### src/leb_pkg.sv
package leb_pkg;

    localparam int unsigned MaxBytesShort = 5;
    localparam int unsigned MaxBytesLong  = 10;

    typedef enum logic [2:0] {
        MODE_U32 = 3'd0,
        MODE_U64 = 3'd1,
        MODE_S32 = 3'd2,
        MODE_S33 = 3'd3,
        MODE_S64 = 3'd4
    } t_mode;

    typedef enum logic [1:0] {
        ST_OK        = 2'd0,
        ST_OVERFLOW  = 2'd1,
        ST_TOO_LONG  = 2'd2,
        ST_TRUNCATED = 2'd3
    } t_status;

    // One classified byte as it travels from the front end to the decode stage.
    typedef struct packed {
        logic [6:0] payload;
        logic       cont;
        logic       hi_u32;      // bits 7:4 nonzero
        logic       hi_u64;      // bits 7:1 nonzero
        t_mode      mode;
        logic       region_end;
    } t_entry;

    // Sign-extension mask: ones from bit 7*(pos+1) upward, none past bit 63.
    function automatic logic [63:0] ext_mask(input logic [3:0] pos);
        logic [6:0] sh;
        sh = 7'(({3'd0, pos} + 7'd1) * 7'd7);
        if (sh >= 7'd64) begin
            return 64'd0;
        end
        return {64{1'b1}} << sh;
    endfunction

endpackage

### src/leb128_stream_decoder.sv
// LEB128 stream decoder.
// Input channel (i_valid / o_stall): one byte of the encoded stream per
// request, with the format code (taken from the first byte of each value)
// and a region-end flag that marks the last byte available.
// Output channel (o_valid / i_stall): one request per decoded value with the
// 64-bit value pattern, its byte length and a status (ok, overflow, too long,
// truncated). Bytes that do not finish a value give no output request.
// Throughput: one byte per cycle while the queue is not full; the shift-or
// and compare in the decode stage are combinational. A byte that finishes a
// value passes the queue and then the output register before its result shows.
// A four-entry queue sits between the byte front end and the decode stage,
// so input is still taken while a result waits; o_stall rises only once the
// queue is full, which happens only after the receiver holds i_stall.
// A stalled result holds steady on the output ports.
// Synchronous reset empties the queue, drops any value in progress and
// clears the output valid.
module leb128_stream_decoder
    import leb_pkg::*;
#(
    parameter int unsigned QUEUE_DEPTH = 4
) (
    input  logic        i_clk,
    input  logic        i_rst_n,
    input  logic        i_valid,
    output logic        o_stall,
    input  logic [7:0]  i_data_byte,
    input  logic [2:0]  i_mode,
    input  logic        i_region_end,
    output logic        o_valid,
    input  logic        i_stall,
    output logic [63:0] o_decoded_value,
    output logic [3:0]  o_byte_length,
    output logic [1:0]  o_status
);

    t_entry push_entry, head_entry;
    logic   push, pop, full, nonempty;

    // Front end: take bytes and classify them.
    leb_front u_front (
        .i_valid      (i_valid),
        .i_data_byte  (i_data_byte),
        .i_mode       (i_mode),
        .i_region_end (i_region_end),
        .i_full       (full),
        .o_stall      (o_stall),
        .o_push       (push),
        .o_entry      (push_entry)
    );

    // Decouple front end from decode so each can stall on its own.
    leb_queue #(
        .DEPTH (QUEUE_DEPTH)
    ) u_queue (
        .i_clk      (i_clk),
        .i_rst_n    (i_rst_n),
        .i_push     (push),
        .i_entry    (push_entry),
        .i_pop      (pop),
        .o_full     (full),
        .o_nonempty (nonempty),
        .o_head     (head_entry)
    );

    // Decode stage: accumulate payload, detect errors, register the result.
    leb_back u_back (
        .i_clk           (i_clk),
        .i_rst_n         (i_rst_n),
        .i_nonempty      (nonempty),
        .i_head          (head_entry),
        .o_pop           (pop),
        .i_stall         (i_stall),
        .o_valid         (o_valid),
        .o_decoded_value (o_decoded_value),
        .o_byte_length   (o_byte_length),
        .o_status        (o_status)
    );

endmodule

### src/leb_front.sv
module leb_front
    import leb_pkg::*;
(
    input  logic       i_valid,
    input  logic [7:0] i_data_byte,
    input  logic [2:0] i_mode,
    input  logic       i_region_end,
    input  logic       i_full,
    output logic       o_stall,
    output logic       o_push,
    output t_entry     o_entry
);

    t_mode mode_norm;

    // Fold unknown mode codes onto u32.
    always_comb begin
        unique case (i_mode)
            MODE_U64: mode_norm = MODE_U64;
            MODE_S32: mode_norm = MODE_S32;
            MODE_S33: mode_norm = MODE_S33;
            MODE_S64: mode_norm = MODE_S64;
            default:  mode_norm = MODE_U32;
        endcase
    end

    assign o_stall = i_full;
    assign o_push  = i_valid && !i_full;

    always_comb begin
        o_entry.payload    = i_data_byte[6:0];
        o_entry.cont       = i_data_byte[7];
        o_entry.hi_u32     = |i_data_byte[7:4];
        o_entry.hi_u64     = |i_data_byte[7:1];
        o_entry.mode       = mode_norm;
        o_entry.region_end = i_region_end;
    end

endmodule

### src/leb_queue.sv
module leb_queue
    import leb_pkg::*;
#(
    parameter int unsigned DEPTH = 4
) (
    input  logic   i_clk,
    input  logic   i_rst_n,
    input  logic   i_push,
    input  t_entry i_entry,
    input  logic   i_pop,
    output logic   o_full,
    output logic   o_nonempty,
    output t_entry o_head
);

    localparam int unsigned AW = (DEPTH > 1) ? $clog2(DEPTH) : 1;
    localparam int unsigned CW = $clog2(DEPTH + 1);
    localparam logic [AW-1:0] LastIdx = AW'(DEPTH - 1);
    localparam logic [CW-1:0] FullCnt = CW'(DEPTH);

    t_entry        r_mem [DEPTH];
    logic [AW-1:0] r_wr_ptr, n_wr_ptr;
    logic [AW-1:0] r_rd_ptr, n_rd_ptr;
    logic [CW-1:0] r_count, n_count;
    logic          do_push, do_pop;

    assign o_full     = (r_count == FullCnt);
    assign o_nonempty = (r_count != '0);
    assign o_head     = r_mem[r_rd_ptr];
    assign do_push    = i_push && !o_full;
    assign do_pop     = i_pop && o_nonempty;

    always_comb begin
        n_wr_ptr = r_wr_ptr;
        n_rd_ptr = r_rd_ptr;
        n_count  = r_count;
        if (do_push) begin
            n_wr_ptr = (r_wr_ptr == LastIdx) ? '0 : r_wr_ptr + 1'b1;
        end
        if (do_pop) begin
            n_rd_ptr = (r_rd_ptr == LastIdx) ? '0 : r_rd_ptr + 1'b1;
        end
        if (do_push && !do_pop) begin
            n_count = r_count + 1'b1;
        end else if (do_pop && !do_push) begin
            n_count = r_count - 1'b1;
        end
    end

    always_ff @(posedge i_clk) begin
        if (!i_rst_n) begin
            r_wr_ptr <= '0;
            r_rd_ptr <= '0;
            r_count  <= '0;
        end else begin
            r_wr_ptr <= n_wr_ptr;
            r_rd_ptr <= n_rd_ptr;
            r_count  <= n_count;
        end
    end

    always_ff @(posedge i_clk) begin
        if (do_push) begin
            r_mem[r_wr_ptr] <= i_entry;
        end
    end

endmodule

### src/leb_back.sv
module leb_back
    import leb_pkg::*;
(
    input  logic        i_clk,
    input  logic        i_rst_n,
    input  logic        i_nonempty,
    input  t_entry      i_head,
    output logic        o_pop,
    input  logic        i_stall,
    output logic        o_valid,
    output logic [63:0] o_decoded_value,
    output logic [3:0]  o_byte_length,
    output logic [1:0]  o_status
);

    logic [63:0] r_acc, n_acc;
    logic [3:0]  r_pos, n_pos;
    t_mode       r_mode, n_mode;
    logic        r_out_valid;
    logic [63:0] r_value;
    logic [3:0]  r_len;
    t_status     r_status;

    t_mode       mode;
    logic        is_signed, is_long, last, hi_bits, done, out_free;
    logic [3:0]  max_last;
    logic [63:0] acc_base, acc_new, value;
    t_status     status;

    assign out_free = !r_out_valid || !i_stall;
    assign o_pop    = i_nonempty && out_free;

    always_comb begin
        mode      = (r_pos == '0) ? i_head.mode : r_mode;
        is_long   = (mode == MODE_U64) || (mode == MODE_S64);
        is_signed = (mode == MODE_S32) || (mode == MODE_S33) || (mode == MODE_S64);
        max_last  = is_long ? 4'(MaxBytesLong - 1) : 4'(MaxBytesShort - 1);
        last      = (r_pos == max_last);
        hi_bits   = (mode == MODE_U32) ? i_head.hi_u32 : i_head.hi_u64;
        acc_base  = (r_pos == '0) ? 64'd0 : r_acc;
        acc_new   = acc_base | ({57'd0, i_head.payload} << (7 * r_pos));
        value     = 64'd0;
        status    = ST_OK;
        done      = 1'b0;
        if (!is_signed && last && hi_bits) begin
            status = ST_OVERFLOW;
            done   = 1'b1;
        end else if (!i_head.cont) begin
            value = acc_new;
            if (is_signed && i_head.payload[6]) begin
                value = acc_new | ext_mask(r_pos);
            end
            done = 1'b1;
        end else if (last) begin
            status = ST_TOO_LONG;
            done   = 1'b1;
        end else if (i_head.region_end) begin
            status = ST_TRUNCATED;
            done   = 1'b1;
        end
    end

    // Advance the value in progress; restart after each result.
    always_comb begin
        n_acc  = r_acc;
        n_pos  = r_pos;
        n_mode = r_mode;
        if (o_pop) begin
            if (done) begin
                n_pos  = '0;
                n_mode = MODE_U32;
            end else begin
                n_acc  = acc_new;
                n_pos  = r_pos + 1'b1;
                n_mode = mode;
            end
        end
    end

    always_ff @(posedge i_clk) begin
        if (!i_rst_n) begin
            r_acc       <= '0;
            r_pos       <= '0;
            r_mode      <= MODE_U32;
            r_out_valid <= 1'b0;
        end else begin
            r_acc  <= n_acc;
            r_pos  <= n_pos;
            r_mode <= n_mode;
            if (out_free) begin
                r_out_valid <= o_pop && done;
            end
        end
    end

    always_ff @(posedge i_clk) begin
        if (o_pop && done) begin
            r_value  <= value;
            r_len    <= r_pos + 1'b1;
            r_status <= status;
        end
    end

    assign o_valid         = r_out_valid;
    assign o_decoded_value = r_value;
    assign o_byte_length   = r_len;
    assign o_status        = r_status;

endmodule

### config.mk
export PLATFORM = sky130hd
export DESIGN_NAME = leb128_stream_decoder
export DESIGN_NICKNAME = d
export VERILOG_FILES = /design/src/leb_pkg.sv /design/src/leb128_stream_decoder.sv /design/src/leb_front.sv /design/src/leb_queue.sv /design/src/leb_back.sv
export SDC_FILE = /design/constraint.sdc
export NUM_CORES = 1
export LEC_CHECK = 0
export BUFFER_PORTS_ARGS = -buffer_cell sky130_fd_sc_hd__buf_2
export CAP_MARGIN = 10
export CORE_ASPECT_RATIO = 0.6
export CORE_MARGIN = 3
export CORE_UTILIZATION = 45
export CTS_CLUSTER_SIZE = 25
export DETAILED_ROUTE_END_ITERATION = 10
export PLACE_DENSITY_LB_ADDON = 0.15
export SLEW_MARGIN = 40
export SYNTH_ARGS = -nofsm -noshare
export SYNTH_HDL_FRONTEND = slang
export SYNTH_SLANG_ARGS = --single-unit
### constraint.sdc
create_clock -name i_clk -period 9.55 [get_ports i_clk]
set_input_delay 1.91 -clock i_clk [delete_from_list [all_inputs] [get_ports i_clk]]
set_output_delay 1.91 -clock i_clk [all_outputs]
set_load 0.1 [all_outputs]
Yosys cells after proc, flatten, opt, wreduce, memory -nomap -nowiden --
Memories as Yosys holds them, arrays and structs flattened. A register that Yosys moved wholly into a read port is not among the register bits. Index checks and enable logic that the tools add are counted.
Storage, ports and cells: logic and storage cells 100, bits of input ports 16, memories kept 1, bits in writable memories 56, register bits after elaboration 149, output and inout bits 72
Operators by class: $lt $le $gt $ge 1, mux-type cells 32, eq/ne operators 12, bitwise logic cells 4, $add $sub $neg 6, $mul 2, reductions and logical operators 29, shift-type cells 2
Memories:
- u_queue.r_mem | words 4, bits a word 14, rd ports 1, clocked after memory_dff 1, wr ports 1, line leb_queue.sv:21 | t_entry r_mem [DEPTH];
Operators by type and width (count):
- $mux 64 | 7
- $or 64x64->64 | 2
- $shl 64x7->64 const A | 1
- $shl 7x7->64 | 1
- $eq 3x2->1 const B | 4
- $mux 1 | 12
- $mux 2 | 6
- $mux 3 | 4
- $pmux 3 s4 | 1
- $logic_and 1x1->1 | 10
- $eq 3x3->1 const B | 3
- $mux 4 | 2
- $ge 7x7->1 const B | 1
- $mul 3x4->7 const A | 1
- $mul 7x3->7 const B | 1
- $reduce_or 7->1 | 1
- $eq 3x1->1 const B | 2
- $logic_not 1->1 | 6
- $add 4x1->5 const B | 1
- $add 2x1->2 const B | 2
- $add 4x1->4 const B | 1
- $eq 2x2->1 const B | 2
- $eq 4x4->1 | 1
- $logic_not 4->1 | 1
- 10 further kinds | 15

Logic depth before layout (Yosys ltp) --
depth in word-level cells 15, depth in mapped cells 15, mapped depth without buffers 13

Modules after synthesis --
From an unflattened synthesis, not the netlist that was laid out.
Second synthesis, totals: cells, all modules 846, area, all modules 9461.6 sq um
Modules (own cells, without submodules):
- leb_back | instances 1, cells each 706, sequential area each 3543.4 sq um, area each 6825.3 sq um
- leb_queue | instances 1, cells each 124, sequential area each 1861.8 sq um, area each 2516.2 sq um
- leb_front | instances 1, cells each 16, sequential area each 0.0 sq um, area each 120.1 sq um

Least setup slack after synthesis --
OpenSTA, ideal clock, no wires.
kind input port to flip-flop, start point input port i_stall, end point register u_back.r_len[0] (netlist: u_back.o_byte_length[0]), enable pin, required time 8.920 ns, data arrival time 7.936 ns, slack 0.984 ns, path buffers 1, stages 4, setup time 0.630 ns, path through and2_1 > or2_2 > clkbuf_1 > a311oi_1
Between the ends: word-level cells in the longest chain between the ends 4
Ends and longest elaborated chain:
- from (decl) | line leb128_stream_decoder.sv:30 | input logic i_stall,
- $logic_not 1->1 | line leb_back.sv:30 | assign out_free = !r_out_valid || !i_stall;
- $logic_or 1x1->1 | line leb_back.sv:30
- $logic_and 1x1->1 | line leb_back.sv:31 | assign o_pop = i_nonempty && out_free;
- $logic_and 1x1->1 | line leb_back.sv:97 | if (o_pop && done) begin
- to (signal assigned) | line leb_back.sv:99 | r_len <= r_pos + 1'b1;
- to (decl) | line leb_back.sv:21 | logic [3:0] r_len;
Every way passes these cells. A chain may end at the register's enable or synchronous reset.

Final worst setup path --
start point register u_back.r_pos[0], end point register u_back.r_acc[53]
Between the ends: word-level cells in the longest chain between the ends 11, elaborated cells on any way between the ends 25, those cells by class 1 x mul; 5 x eq/ne; 1 x shift; 7 x mux; 2 x bitwise; 9 x reduce/logical
Ends and longest elaborated chain:
- from (decl) | line leb_back.sv:17 | logic [3:0] r_pos, n_pos;
- from (signal assigned) | line leb_back.sv:88 | r_pos <= n_pos;
- branches (longest 11 deep; another with $mul 3x4->7)
- to (signal assigned) | line leb_back.sv:87 | r_acc <= n_acc;
- to (decl) | line leb_back.sv:16 | logic [63:0] r_acc, n_acc;
Parallel ways; which one is timed is not known.

==> results.yml <==
sta:
  layout_setup_ws_ps: 4700
  max_freq_ghz: 0.206
  layout_worst_path_cycle_share_pct: 50.7
  layout_min_cycle_time_ps: 4850
  slew_violations: 0
  worst-slew-pin-transition_ps: 789
  slew-limit-headroom_pct: 47.1
  timing_hold_violations_final: 0
  rsz0062_at_grt: "false"
  final_setup_skew_ps: 12.2
  final-setup-viol-count: 0
  totalNegativeSetupSlack_ps: 0
synthesis:
  post_synth_and_or_nand_nor_area_fraction_pct: 7.92
  synth_top_family_by_area: "compound AO/OA/AOI/OAI gates"
  ys_ff_latch: 207
  yosys-mux-area-fraction_pct: 4.90
  synth.top_cell.area_share_pct: 40.4
  synthesis.instances: 779
  post_synth.cell_area_avg_um2: 12.0
  synthFlopType: "sky130_fd_sc_hd__edfxtp_1"
  synth_fa_ha_area_share_pct: 2.43
  yosys.area_share.xor_xnor_pct: 1.29
  synth.net_count: 812
  yosys.cell_types.count: 56
  yosys-top-cells-area: "sky130_fd_sc_hd__edfxtp_1 40%, sky130_fd_sc_hd__dfxtp_1 17%, sky130_fd_sc_hd__o21ai_0 4.3%, sky130_fd_sc_hd__o211a_1 4.2%, sky130_fd_sc_hd__a22oi_1 4.0%"
  synth_area_leader: "sky130_fd_sc_hd__edfxtp_1"
  synth_compound_gate_area_share_pct: 21.7
  ys.warnings.count: 0
  synth-edff-count: 126
  yosysSeqAreaShare_pct: 57.7
  mappedNetlistArea_mm2: 0.00937
  async_reset_ff_share_pct: 0
detailed_routing:
  routed-via-count: 7049
  initial_drc_count: 981
  route.detailed.vias_per_inst: 6.29
  drt-total-wl_um: 26000
  average_wire_per_cell_in_the_routed_design_um: 23.2
  detail_route.first_pass.iterations: 6
  number_of_drc_violations_after_detailed_routing: 0
  postRouteAntennaNets: 0
clock_tree:
  clockRootBuffer: "sky130_fd_sc_hd__clkbuf_16"
  cts_htree_levels: 1
  cts.repair_timing.setup_buffer_count: 0
  cts_hold_repair.buffers: 0
  cts_tree: "done"
  numCtsBuffers: 20
  clock_path_buffers: 3
  insertion_delay_ps: 500
  clkSlewWorstSetupHoldPaths_ps: 60
  cts.sink_count: 207
  postCtsResizedCells: 0
die:
  start_util_pct: 46.4
  design.core.area_mm2: 0.0202
  rows: 40
  io_pins: 88
  width_of_the_die_um: 192
  die-area_mm2: 0.0227
  die_h_um: 118
final_layout:
  mostFrequentLayoutCells: "126 x sky130_fd_sc_hd__edfxtp_1, 87 x sky130_fd_sc_hd__buf_2, 81 x sky130_fd_sc_hd__dfxtp_1"
  final_nets: 866
  drive_above_1_share_pct: 20.1
  most_frequent_standard_cell_in_the_layout_excluding_fill_and_tap_cells: "sky130_fd_sc_hd__edfxtp_1"
  multi_input_area_mm2: 0.00364
  area.growth.synth_to_final_pct: 13.3
  n_fill_cell: 1767
  final_area_mm2: 0.0106
  footprint_of_the_flip_flops_and_latches_mm2: 0.00541
  antennaDiodeCount: 0
  finalCoreUtilization_pct: 52.5
worst_setup_path:
  timing.rr.start: "u_back.r_pos[0]"
  cp.arrival_ps: 5280
  timing.setup.critical_path_class: "register to register"
  r2r_setup_slack_ps: 4700
  timing.critical_path.from: "u_back.r_pos[0]"
  crit_required_ps: 9990
  start_kind: "register"
  worstPathMaxFanout: 47
  end_kind: "register"
placement:
  place_worst_setup_slack_ps: 4750
  dpl.hpwl_um: 16900
  postPlaceCellArea_mm2: 0.00997
  gp_congestion: 0.900
  placement.io_buffers: 87
global_routing:
  first_global_vias: 6681
  grt_pass1_wl_um: 39900
  grt_antenna_before_repair: 0
  gr-usage-all-layers_pct: 22.5
  grt_start_max_net_pins: 68
  grt_overflow: 0
job:
  drv.max_cap_violation_count: 0
min_path:
  min-delay-start: "u_back.r_acc[14]"
  worst_hold_path_type: "register to register"
run_status:
  outcome: "finished, final reports clean"
==> through the flow <==
stage / instances / hold slack [ps]
after floorplan: 779 / 425
after global placement: 1084 / 436
after detailed placement: 1084 / 455
after CTS: 1120 / 470
after global routing: 1120 / 488
final: 1120 / 471
==> synthesized netlist by cell type (15+ instances only) <==
master,number
sky130_fd_sc_hd__clkbuf_1,43
sky130_fd_sc_hd__and2_1,17
sky130_fd_sc_hd__a31oi_1,15
sky130_fd_sc_hd__o21ai_0,80
sky130_fd_sc_hd__a32o_1,20
sky130_fd_sc_hd__dfxtp_1,81
sky130_fd_sc_hd__nand3_1,29
sky130_fd_sc_hd__nand2_1,29
sky130_fd_sc_hd__a22oi_1,50
sky130_fd_sc_hd__a21oi_1,54
sky130_fd_sc_hd__o211a_1,39
sky130_fd_sc_hd__buf_2,16
sky130_fd_sc_hd__nor2_1,18
sky130_fd_sc_hd__edfxtp_1,126
sky130_fd_sc_hd__ha_1,15
==> layer usage <==
layer | up-vias | wire length [um] | GRT usage (%)
met4 | 0 | 466 | 4.91
met1 | 3468 | 11800 | 35.8
met5 | - | 0 | 0
li1 | 3119 | - | -
met2 | 423 | 11100 | 31.8
met3 | 39 | 2630 | 4.32
==> flip-flops by register name, indices dropped and copies added (netlist names), named ones only <==
| register | flops |
|---|---|
| u_back.o_byte_length | 4 |
| u_back.o_decoded_value | 64 |
| u_back.o_status | 2 |
| u_back.o_valid | 1 |
| u_back.r_acc | 64 |
| u_back.r_mode | 3 |
| u_back.r_pos | 4 |
| u_queue.r_count | 3 |
| u_queue.r_mem | 56 |
| u_queue.r_rd_ptr | 2 |
| u_queue.r_wr_ptr | 2 |
==> area by class of cell <==
type	count	area share, %
Clock buffer	27	5.05
Clock inverter	9	1.05
Inverter	14	0.495
Multi-Input combinational cell	490	34.3
Sequential cell	207	50.9
Tap cell	273	3.22
Timing Repair Buffer	100	5.02
==> logic make-up after synthesis <==
group / after synthesis
AND/OR/NAND/NOR: 142
buffers and inverters: 82
flip-flops: 207
adder cells (fa/ha/maj): 17
AO/OA/AOI/OAI: 293
multiplexers: 25
XOR/XNOR: 13
==> worst max-delay path, stage by stage (launching register included) <==
cell and delay [ps]:
sky130_fd_sc_hd__dfxtp_1 630, sky130_fd_sc_hd__inv_1 230, sky130_fd_sc_hd__ha_1 310, sky130_fd_sc_hd__or3b_2 620
sky130_fd_sc_hd__buf_4 590, sky130_fd_sc_hd__mux2i_4 480, sky130_fd_sc_hd__and3_4 550, sky130_fd_sc_hd__or2_1 490
sky130_fd_sc_hd__buf_4 560, sky130_fd_sc_hd__a32o_1 270
==> worst paths after layout <==
check / endpoint / cells past startpoint
max: u_back.r_acc[53] / 9
min: u_back.r_acc[14] / 1
max reg2reg: u_back.r_acc[53] / 9
min reg2reg: u_back.r_acc[14] / 1
Power is not shown: default switching activity piles up to over one toggle a cycle in this logic, so the estimate is an artifact.
